**src/hw/rtl/dark_content_bounding_box_core_assert.svh**
```systemverilog
// assertion helpers for the bounding box core
// both expect clk and rst_n in scope
`ifndef DARK_CONTENT_BOUNDING_BOX_CORE_ASSERT_SVH
`define DARK_CONTENT_BOUNDING_BOX_CORE_ASSERT_SVH

// consequent checked in the same cycle
`define DCBB_ASSERT_SAME(label, ante, cons, msg) \
    label: assert property (@(posedge clk) disable iff (!rst_n) (ante) |-> (cons)) \
        else $error(msg);

// consequent checked in the next cycle
`define DCBB_ASSERT_NEXT(label, ante, cons, msg) \
    label: assert property (@(posedge clk) disable iff (!rst_n) (ante) |=> (cons)) \
        else $error(msg);

`endif

```
**src/hw/rtl/dcbb_pkg.sv**
```systemverilog
package dcbb_pkg;

    // default largest frame dimension
    localparam int MAX_DIM_DEFAULT = 4096;

    // payload widths
    localparam int PIXEL_W    = 8;
    localparam int LEFT_W     = 12;
    localparam int TOP_W      = 12;
    localparam int CWIDTH_W   = 13;
    localparam int CHEIGHT_W  = 13;
    localparam int DIM_REG_W  = 13;

    // configuration port
    localparam int CFG_IDX_W  = 2;
    localparam int CFG_DATA_W = 13;

    localparam logic [CFG_IDX_W-1:0] REG_DARK_THRESHOLD = 2'd0;
    localparam logic [CFG_IDX_W-1:0] REG_IMAGE_WIDTH    = 2'd1;
    localparam logic [CFG_IDX_W-1:0] REG_IMAGE_HEIGHT   = 2'd2;

    // register reset values
    localparam logic [PIXEL_W-1:0] THRESHOLD_RESET = 8'd234;
    localparam int DIM_RESET = 1024;

    // crop width granularity
    localparam int ROUND_STEP = 4;

endpackage

```
**src/hw/rtl/dcbb_if.sv**
```systemverilog
// pixel stream channel
interface dcbb_pixel_if;
    logic                          valid;
    logic                          ready;
    logic [dcbb_pkg::PIXEL_W-1:0]  grey_pixel;

    modport source (output valid, output grey_pixel, input ready);
    modport sink   (input valid, input grey_pixel, output ready);
endinterface

// crop rectangle channel
interface dcbb_crop_if;
    logic                            valid;
    logic                            ready;
    logic [dcbb_pkg::LEFT_W-1:0]     crop_left;
    logic [dcbb_pkg::TOP_W-1:0]      crop_top;
    logic [dcbb_pkg::CWIDTH_W-1:0]   crop_width;
    logic [dcbb_pkg::CHEIGHT_W-1:0]  crop_height;
    logic                            frame_empty;

    modport source (output valid, output crop_left, output crop_top, output crop_width,
                     output crop_height, output frame_empty, input ready);
    modport sink   (input valid, input crop_left, input crop_top, input crop_width,
                    input crop_height, input frame_empty, output ready);
endinterface

// configuration write channel
interface dcbb_cfg_if;
    logic                             valid;
    logic                             ready;
    logic [dcbb_pkg::CFG_IDX_W-1:0]   index;
    logic [dcbb_pkg::CFG_DATA_W-1:0]  data;

    modport source (output valid, output index, output data, input ready);
    modport sink   (input valid, input index, input data, output ready);
endinterface

```
**src/hw/rtl/dark_content_bounding_box_core.sv**
```systemverilog
// a pixel transfer that closes a frame shows its crop result after passing the input
//   register, the bounding box register and the result register
// throughput: one pixel per cycle; with a result waiting and a second finished frame
//   held behind it, input stalls only when the next frame's last pixel arrives
// reset (rst_n, asynchronous, active low): threshold 234, frame size 1024 x 1024
//   clamped to MAX_DIM, counters and bounding box cleared, all channels empty
module dark_content_bounding_box_core #(
    parameter int MAX_DIM = dcbb_pkg::MAX_DIM_DEFAULT
) (
    input  logic          clk,
    input  logic          rst_n,
    dcbb_cfg_if.sink      cfg,
    dcbb_pixel_if.sink    pixel,
    dcbb_crop_if.source   crop
);

    `include "dark_content_bounding_box_core_assert.svh"

    localparam int CNT_W   = $clog2(MAX_DIM);
    localparam int DIM_W   = $clog2(MAX_DIM + 1);
    localparam int WIDE_W  = CNT_W + 2;
    localparam int DIM_RST = (dcbb_pkg::DIM_RESET > MAX_DIM) ? MAX_DIM : dcbb_pkg::DIM_RESET;

    // configuration registers (sizes held already clamped)
    logic [dcbb_pkg::PIXEL_W-1:0]  thr_reg;
    logic [DIM_W-1:0]              width_reg;
    logic [DIM_W-1:0]              height_reg;

    // input register
    logic                          s0_valid_reg;
    logic [dcbb_pkg::PIXEL_W-1:0]  s0_pixel_reg;

    // frame scan state
    logic [CNT_W-1:0]  col_reg;
    logic [CNT_W-1:0]  row_reg;
    logic [CNT_W-1:0]  min_reg;
    logic [CNT_W-1:0]  max_reg;
    logic [CNT_W-1:0]  first_reg;
    logic [CNT_W-1:0]  last_reg;
    logic              seen_reg;

    // finished bounding box register
    logic              s1_valid_reg;
    logic              b_seen_reg;
    logic [CNT_W-1:0]  b_min_reg;
    logic [CNT_W-1:0]  b_max_reg;
    logic [CNT_W-1:0]  b_first_reg;
    logic [CNT_W-1:0]  b_last_reg;
    logic [DIM_W-1:0]  b_width_reg;

    // result register
    logic                            crop_valid_reg;
    logic [dcbb_pkg::LEFT_W-1:0]     crop_left_reg;
    logic [dcbb_pkg::TOP_W-1:0]      crop_top_reg;
    logic [dcbb_pkg::CWIDTH_W-1:0]   crop_width_reg;
    logic [dcbb_pkg::CHEIGHT_W-1:0]  crop_height_reg;
    logic                            crop_empty_reg;

    // combinational
    logic              is_dark;
    logic              col_last;
    logic              row_last;
    logic              frame_end;
    logic              out_free;
    logic              s1_free;
    logic              s0_adv;
    logic [CNT_W-1:0]  min_next;
    logic [CNT_W-1:0]  max_next;
    logic [CNT_W-1:0]  first_next;
    logic [CNT_W-1:0]  last_next;
    logic              seen_next;
    logic [WIDE_W-1:0] span_w;
    logic [WIDE_W-1:0] rounded_w;
    logic              past_edge;
    logic [WIDE_W-1:0] fitted_w;

    // size clamp: zero reads as one, oversize as MAX_DIM
    function automatic logic [DIM_W-1:0] clamp_dim(input logic [dcbb_pkg::DIM_REG_W-1:0] v);
        logic [DIM_W-1:0] r;
        if (v == '0)
            r = DIM_W'(1);
        else if (32'(v) > 32'(MAX_DIM))
            r = DIM_W'(MAX_DIM);
        else
            r = DIM_W'(v);
        return r;
    endfunction

    // configuration writes
    assign cfg.ready = 1'b1;

    always_ff @(posedge clk or negedge rst_n)
    begin
        if (!rst_n)
        begin
            thr_reg    <= dcbb_pkg::THRESHOLD_RESET;
            width_reg  <= DIM_W'(DIM_RST);
            height_reg <= DIM_W'(DIM_RST);
        end
        else if (cfg.valid)
        begin
            unique case (cfg.index)
                dcbb_pkg::REG_DARK_THRESHOLD:
                    thr_reg <= cfg.data[dcbb_pkg::PIXEL_W-1:0];
                dcbb_pkg::REG_IMAGE_WIDTH:
                    width_reg <= clamp_dim(cfg.data[dcbb_pkg::DIM_REG_W-1:0]);
                dcbb_pkg::REG_IMAGE_HEIGHT:
                    height_reg <= clamp_dim(cfg.data[dcbb_pkg::DIM_REG_W-1:0]);
                default:
                    ;
            endcase
        end
    end

    // flow control between stages
    assign out_free    = !crop_valid_reg || crop.ready;
    assign s1_free     = !s1_valid_reg || out_free;
    assign s0_adv      = s0_valid_reg && (!frame_end || s1_free);
    assign pixel.ready = !s0_valid_reg || s0_adv;

    // position within the frame
    assign col_last  = (DIM_W'(col_reg) + DIM_W'(1)) >= width_reg;
    assign row_last  = (DIM_W'(row_reg) + DIM_W'(1)) >= height_reg;
    assign frame_end = col_last && row_last;

    // bounding box update for the pixel in the input register
    assign is_dark = s0_pixel_reg <= thr_reg;

    always_comb
    begin
        min_next   = min_reg;
        max_next   = max_reg;
        first_next = first_reg;
        last_next  = last_reg;
        seen_next  = seen_reg;
        if (is_dark)
        begin
            if (!seen_reg)
            begin
                min_next   = col_reg;
                max_next   = col_reg;
                first_next = row_reg;
                seen_next  = 1'b1;
            end
            else
            begin
                if (col_reg < min_reg)
                    min_next = col_reg;
                if (col_reg > max_reg)
                    max_next = col_reg;
            end
            last_next = row_reg;
        end
    end

    // input register
    always_ff @(posedge clk or negedge rst_n)
    begin
        if (!rst_n)
            s0_valid_reg <= 1'b0;
        else if (pixel.ready)
            s0_valid_reg <= pixel.valid;
    end

    always_ff @(posedge clk)
    begin
        if (pixel.valid && pixel.ready)
            s0_pixel_reg <= pixel.grey_pixel;
    end

    // counters and running bounding box, cleared at the end of each frame
    always_ff @(posedge clk or negedge rst_n)
    begin
        if (!rst_n)
        begin
            col_reg   <= '0;
            row_reg   <= '0;
            min_reg   <= CNT_W'(MAX_DIM - 1);
            max_reg   <= '0;
            first_reg <= '0;
            last_reg  <= '0;
            seen_reg  <= 1'b0;
        end
        else if (s0_adv)
        begin
            if (frame_end)
            begin
                col_reg   <= '0;
                row_reg   <= '0;
                min_reg   <= CNT_W'(MAX_DIM - 1);
                max_reg   <= '0;
                first_reg <= '0;
                last_reg  <= '0;
                seen_reg  <= 1'b0;
            end
            else
            begin
                if (col_last)
                begin
                    col_reg <= '0;
                    row_reg <= row_reg + CNT_W'(1);
                end
                else
                    col_reg <= col_reg + CNT_W'(1);
                min_reg   <= min_next;
                max_reg   <= max_next;
                first_reg <= first_next;
                last_reg  <= last_next;
                seen_reg  <= seen_next;
            end
        end
    end

    // finished bounding box register
    always_ff @(posedge clk or negedge rst_n)
    begin
        if (!rst_n)
            s1_valid_reg <= 1'b0;
        else if (s1_free)
            s1_valid_reg <= s0_adv && frame_end;
    end

    always_ff @(posedge clk)
    begin
        if (s0_adv && frame_end)
        begin
            b_seen_reg  <= seen_next;
            b_min_reg   <= min_next;
            b_max_reg   <= max_next;
            b_first_reg <= first_next;
            b_last_reg  <= last_next;
            b_width_reg <= width_reg;
        end
    end

    // crop width: round up past the next multiple of four, pull back at the edge
    assign span_w    = WIDE_W'(b_max_reg) - WIDE_W'(b_min_reg) + WIDE_W'(1);
    assign rounded_w = (span_w & ~WIDE_W'(dcbb_pkg::ROUND_STEP - 1))
                       + WIDE_W'(dcbb_pkg::ROUND_STEP);
    assign past_edge = (WIDE_W'(b_min_reg) + rounded_w) > WIDE_W'(b_width_reg);
    assign fitted_w  = past_edge ? rounded_w - WIDE_W'(dcbb_pkg::ROUND_STEP) : rounded_w;

    // result register
    always_ff @(posedge clk or negedge rst_n)
    begin
        if (!rst_n)
            crop_valid_reg <= 1'b0;
        else if (out_free)
            crop_valid_reg <= s1_valid_reg;
    end

    always_ff @(posedge clk)
    begin
        if (out_free && s1_valid_reg)
        begin
            if (b_seen_reg)
            begin
                crop_left_reg   <= dcbb_pkg::LEFT_W'(b_min_reg);
                crop_top_reg    <= dcbb_pkg::TOP_W'(b_first_reg);
                crop_width_reg  <= dcbb_pkg::CWIDTH_W'(fitted_w);
                crop_height_reg <= dcbb_pkg::CHEIGHT_W'(b_last_reg)
                                   - dcbb_pkg::CHEIGHT_W'(b_first_reg)
                                   + dcbb_pkg::CHEIGHT_W'(1);
                crop_empty_reg  <= 1'b0;
            end
            else
            begin
                crop_left_reg   <= '0;
                crop_top_reg    <= '0;
                crop_width_reg  <= '0;
                crop_height_reg <= '0;
                crop_empty_reg  <= 1'b1;
            end
        end
    end

    assign crop.valid       = crop_valid_reg;
    assign crop.crop_left   = crop_left_reg;
    assign crop.crop_top    = crop_top_reg;
    assign crop.crop_width  = crop_width_reg;
    assign crop.crop_height = crop_height_reg;
    assign crop.frame_empty = crop_empty_reg;

    // checks
    `DCBB_ASSERT_SAME(a_empty_zero, crop_valid_reg && crop_empty_reg,
        crop_left_reg == '0 && crop_width_reg == '0, "empty frame with nonzero crop")
    `DCBB_ASSERT_SAME(a_width_mult4, crop_valid_reg && !crop_empty_reg,
        crop_width_reg[1:0] == 2'b00, "crop width not a multiple of four")
    `DCBB_ASSERT_SAME(a_min_le_max, seen_reg, min_reg <= max_reg,
        "leftmost dark column right of rightmost")
    `DCBB_ASSERT_NEXT(a_frame_clear, s0_adv && frame_end,
        col_reg == '0 && row_reg == '0 && !seen_reg, "state not cleared after frame")

endmodule

```
**src/flat_wrapper.sv**
```systemverilog
// flat-port wrapper written by rule: the top's interface ports become plain ports
module dark_content_bounding_box_core_flat 
#(
    parameter int MAX_DIM = dcbb_pkg::MAX_DIM_DEFAULT
)
  (clk, rst_n, cfg_valid, cfg_index, cfg_data, cfg_ready, pixel_valid, pixel_grey_pixel, pixel_ready, crop_valid, crop_crop_left, crop_crop_top, crop_crop_width, crop_crop_height, crop_frame_empty, crop_ready);
  dcbb_cfg_if cfg_i ();
  dcbb_pixel_if pixel_i ();
  dcbb_crop_if crop_i ();
  input  logic clk;
  input  logic rst_n;
  input wire logic [$bits(cfg_i.valid)-1:0] cfg_valid;
  input wire logic [$bits(cfg_i.index)-1:0] cfg_index;
  input wire logic [$bits(cfg_i.data)-1:0] cfg_data;
  output wire logic [$bits(cfg_i.ready)-1:0] cfg_ready;
  input wire logic [$bits(pixel_i.valid)-1:0] pixel_valid;
  input wire logic [$bits(pixel_i.grey_pixel)-1:0] pixel_grey_pixel;
  output wire logic [$bits(pixel_i.ready)-1:0] pixel_ready;
  output wire logic [$bits(crop_i.valid)-1:0] crop_valid;
  output wire logic [$bits(crop_i.crop_left)-1:0] crop_crop_left;
  output wire logic [$bits(crop_i.crop_top)-1:0] crop_crop_top;
  output wire logic [$bits(crop_i.crop_width)-1:0] crop_crop_width;
  output wire logic [$bits(crop_i.crop_height)-1:0] crop_crop_height;
  output wire logic [$bits(crop_i.frame_empty)-1:0] crop_frame_empty;
  input wire logic [$bits(crop_i.ready)-1:0] crop_ready;
  assign cfg_i.valid = cfg_valid;
  assign cfg_i.index = cfg_index;
  assign cfg_i.data = cfg_data;
  assign cfg_ready = cfg_i.ready;
  assign pixel_i.valid = pixel_valid;
  assign pixel_i.grey_pixel = pixel_grey_pixel;
  assign pixel_ready = pixel_i.ready;
  assign crop_valid = crop_i.valid;
  assign crop_crop_left = crop_i.crop_left;
  assign crop_crop_top = crop_i.crop_top;
  assign crop_crop_width = crop_i.crop_width;
  assign crop_crop_height = crop_i.crop_height;
  assign crop_frame_empty = crop_i.frame_empty;
  assign crop_i.ready = crop_ready;
  dark_content_bounding_box_core #(.MAX_DIM(MAX_DIM)) u_core (.clk(clk), .rst_n(rst_n), .cfg(cfg_i), .pixel(pixel_i), .crop(crop_i));
endmodule
```
**config.mk**
```make
export PLATFORM = sky130hd
export DESIGN_NAME = dark_content_bounding_box_core_flat
export DESIGN_NICKNAME = d
export VERILOG_FILES = /design/src/hw/rtl/dcbb_pkg.sv /design/src/hw/rtl/dcbb_if.sv /design/src/hw/rtl/dark_content_bounding_box_core.sv /design/src/flat_wrapper.sv
export VERILOG_INCLUDE_DIRS = /design/src /design/src/hw/rtl
export SDC_FILE = /design/constraint.sdc
export NUM_CORES = 1
export LEC_CHECK = 0
export BUFFER_PORTS_ARGS = -buffer_cell sky130_fd_sc_hd__buf_2
export CELL_PAD_IN_SITES_DETAIL_PLACEMENT = 1
export CELL_PAD_IN_SITES_GLOBAL_PLACEMENT = 1
export CORE_ASPECT_RATIO = 0.6
export CORE_MARGIN = 4
export CORE_UTILIZATION = 36
export CTS_CLUSTER_SIZE = 14
export DETAILED_ROUTE_END_ITERATION = 10
export PLACE_DENSITY_LB_ADDON = 0.1
export SYNTH_ARGS = -nofsm -noshare
export SYNTH_HDL_FRONTEND = slang
export SYNTH_SLANG_ARGS = --single-unit
```
**constraint.sdc**
```tcl
create_clock -name clk -period 7.75 [get_ports clk]
set_input_delay 0.3875 -clock clk [delete_from_list [all_inputs] [get_ports clk]]
set_output_delay 0.3875 -clock clk [all_outputs]
set_load 0.01 [all_outputs]
```
==> metrics.md <==
| Metric | Value |
|---|---|
| Status | `completed` |
| Nets | `1457` |
| Num CTS Buffers | `25` |
| Most used cell, CP | `ha_1` |
| Post-synthesis sequential area ratio | `48.0%` |
| VDD IR max | `0.169 mV` |
| CTS tree | `done` |
| Lkg Pwr | `0.00654 uW` |
| CTS root buf | `clkbuf_16` |
| RSZ-0062 raised after global routing | `false` |
| Simple-Gate Fraction of Synth Area | `12.2%` |
| Synth Area in Compound Gates | `15.5%` |
| Worst EP required | `8170 ps` |
| WL final | `36300 um` |
| Remaining DRCs | `0` |
| Final setup violation count | `0` |
| WL/cell | `20.2 um` |
| DR vias | `9537` |
| Antenna cells | `0` |
| Synth Warn # | `0` |
| Async SR Flop Fraction | `48.0%` |
| Slew @ Worst Pin | `1070 ps` |
| DP HPWL | `26900 um` |
| Post_cts resized | `0` |
| Area of the core | `36300 um2` |
| Tmin final | `6650 ps` |
| CP peak stage delay | `650 ps` |
| Period utilization | `85.8%` |
| Fillers | `3987` |
| Top delay family on crit path | `simple AND/OR/NAND/NOR gates` |
| CP max stage cell | `or4_1` |
| Cells on worst reg2reg path | `28` |
| Reg clk slew, reported paths | `60 ps` |
| Initial core utilization | `36.5%` |
| #FFs+latches synth | `229` |
| Pin count of the biggest net entering global routing | `72` |
| Syn Area/Cell | `10.7 um2` |
| Worst-path maximum fanout | `7` |
| Main combinational cell family by area after synthesis | `compound AO/OA/AOI/OAI gates` |
| Reg-to-Reg Start | `u_core.b_max_reg[0]$_DFFE_PP_` |
| ANT nets after route | `0` |
| HP Class | `primary input to flip-flop` |
| Post-Synth Adder-Cell Area | `11.7%` |
| Met2 WL | `15300 um` |
| Rows | `54` |
| Num Clock Sinks | `229` |
| Bufs and invs on worst path | `3` |
| Seq. cell area | `6350 um2` |
| Post-synth EDFFs | `119` |
| Die width | `256 um` |
| Number of distinct library cells after synthesis | `72` |
| PortBufs | `78` |
| Die area | `40000 um2` |
| TritonRoute pass-1 iters | `5` |
| P&R area growth vs syn | `13.5%` |
| GRT overflow | `0` |
| Multi-input gate area | `6230 um2` |
| Synth Flop Type | `edfxtp_1` |
| Crit Path Class | `flip-flop to flip-flop` |
| Maxcap violations | `0` |
| Instance count on the critical path | `28` |
| Worst Skew | `13.2 ps` |
| CP arrival | `7070 ps` |
| Setup slack, reg-to-reg | `1100 ps` |
| Final TNS setup | `0 ps` |
| Slew Limit Headroom | `28.6%` |
| Proportion of synthesized area in mux cells | `3.77%` |
| Met3 wire length | `1150 um` |
| First DRT Iteration DRCs | `532` |
| Syn Inst Count | `1235` |
| Achievable Freq | `150 MHz` |
| Via density | `5.29` |
| Max clock buf depth | `3` |
| Crit path launch type | `flip-flop` |
| Critical path capture point type | `flip-flop` |
| Die Y | `157 um` |
| Final core occ | `41.4%` |
| DRT met1 WL | `19300 um` |
| I/O pin count | `82` |
| DR top layer | `met4` |
| Post-Synth XOR/XNOR Area | `3.75%` |
| Clock Latency Late Sink | `560 ps` |
| Total design power | `4490 uW` |
| Ratio of cells with drive above 1 in the final layout | `15.5%` |
| Synthesized area | `13200 um2` |
| # H-tree levels | `1` |
| Routability cong. | `0.836` |
| Vias in the first global route | `10034` |
| GRT Util Overall | `18.1%` |
| Pwr Density | `299 nW/um2` |
| WHS Path Cells | `2` |
| Final hold vios | `0` |
| Hold path start | `pixel_valid` |
| Critical path startpoint | `u_core.b_max_reg[0]$_DFFE_PP_` |
| Post-CTS Setup Inserts | `0` |
| Initial antenna violation count | `2` |
| First-pass GRT wire length | `57500 um` |
| Fin. max-slew vios | `0` |
==> through the flow <==
| stage | cells | hold slack [ps] | instance area (um2) | worst slack (ps) |
|---|---|---|---|---|
| finish | 1802 | 45.5 | 15000 | 1100 |
| global route | 1802 | 25.3 | 15000 | 609 |
| CTS | 1802 | 21.1 | 15000 | 1110 |
| detailed placement | 1747 | 431 | 14100 | 1120 |
| global placement | 1747 | 433 | 14100 | 1350 |
| floorplan | 1236 | 91.9 | 13200 | 1980 |
==> final timing paths <==
| check | endpoint |
|---|---|
| setup / recovery | u_core.crop.crop_width[5]$_SDFFCE_PN0P_ |
| min in group asynchronous | u_core.col_reg[10]$_DFFE_PN0P_ |
| max in group asynchronous | u_core.row_reg[11]$_DFFE_PN0P_ |
| hold reg to reg | u_core.b_width_reg[4]$_DFFE_PP_ |
| setup reg to reg | u_core.crop.crop_width[5]$_SDFFCE_PN0P_ |
| hold / removal | u_core.s0_valid_reg$_DFFE_PN0N_ |
==> area by class of cell <==
| class | instances | area share [%] |
|---|---|---|
| clock buffers | 32 | 4.54 |
| repair buffers | 99 | 3.82 |
| multi-input cells | 830 | 41.5 |
| well taps | 476 | 3.97 |
| clock inverters | 14 | 0.875 |
| flip-flops and latches | 229 | 42.3 |
| inverters | 122 | 3.05 |
==> cells in the mapped netlist (all sizes together), types with 4 or more instances <==
cell | n | area [um2]
o211ai | 8 | 65.1
nand3b | 6 | 45.0
xnor2 | 32 | 280
and3 | 21 | 131
or2 | 4 | 27.5
nand2b | 23 | 144
nor2 | 68 | 255
mux2 | 39 | 439
or4 | 4 | 33.8
a221o | 4 | 40.0
o21ai | 75 | 387
ha | 119 | 1490
buf | 10 | 51.3
mux2i | 6 | 60.1
edfxtp | 119 | 3570
o31ai | 8 | 60.1
nor2b | 23 | 144
dfrtp | 91 | 2280
a21o | 22 | 165
a2bb2oi | 12 | 105
nand4 | 16 | 115
xor2 | 22 | 193
nor3b | 6 | 45.0
clkbuf | 45 | 169
a31oi | 4 | 25.0
nand3 | 18 | 90.1
a22o | 13 | 114
a32o | 39 | 390
a21oi | 44 | 220
o21a | 16 | 120
nand2 | 95 | 357
nor3 | 20 | 105
and2 | 7 | 43.8
a211o | 9 | 78.8
inv | 122 | 458
dfstp | 19 | 499
a211oi | 10 | 97.6
==> metal layers <==
layer,track usage [%],up-vias
li1,-,4586
met1,27.8,4802
met2,27.6,111
met3,2.46,38
met4,3.24,0
met5,0,-
==> power by group <==
group	switching (uW)	internal [uW]	total (uW)
registers	205	1520	1730
clock network	522	691	1210
logic	866	684	1550
==> placed cells by master (no fill, tap or decap), drive strengths merged, types with 19 or more instances in the layout <==
cell type  instances
nor2              68
inv              123
ha               119
nand2b            23
xnor2             32
xor2              22
buf               90
edfxtp           119
a21o              22
nor3              20
dfrtp             91
nand2             95
a32o              39
a21oi             44
and3              21
o21ai             75
clkbuf            32
nor2b             23
dfstp             19
mux2              39
==> what timing repair did <==
action | in CTS | in global routing
setup endpoints to repair | 0 | 0
hold buffers | 9 | 0
endpoints found under the hold margin | 30 | 0
==> kinds of logic after synthesis <==
kind of cell,after synthesis
flops,229
xor+xnor,55
mux,45
buf+inv,177
other cells,2
simple gates,320
fa+ha+maj,122
compound gates,285
Note: power is estimated with default switching activity, not from simulation.
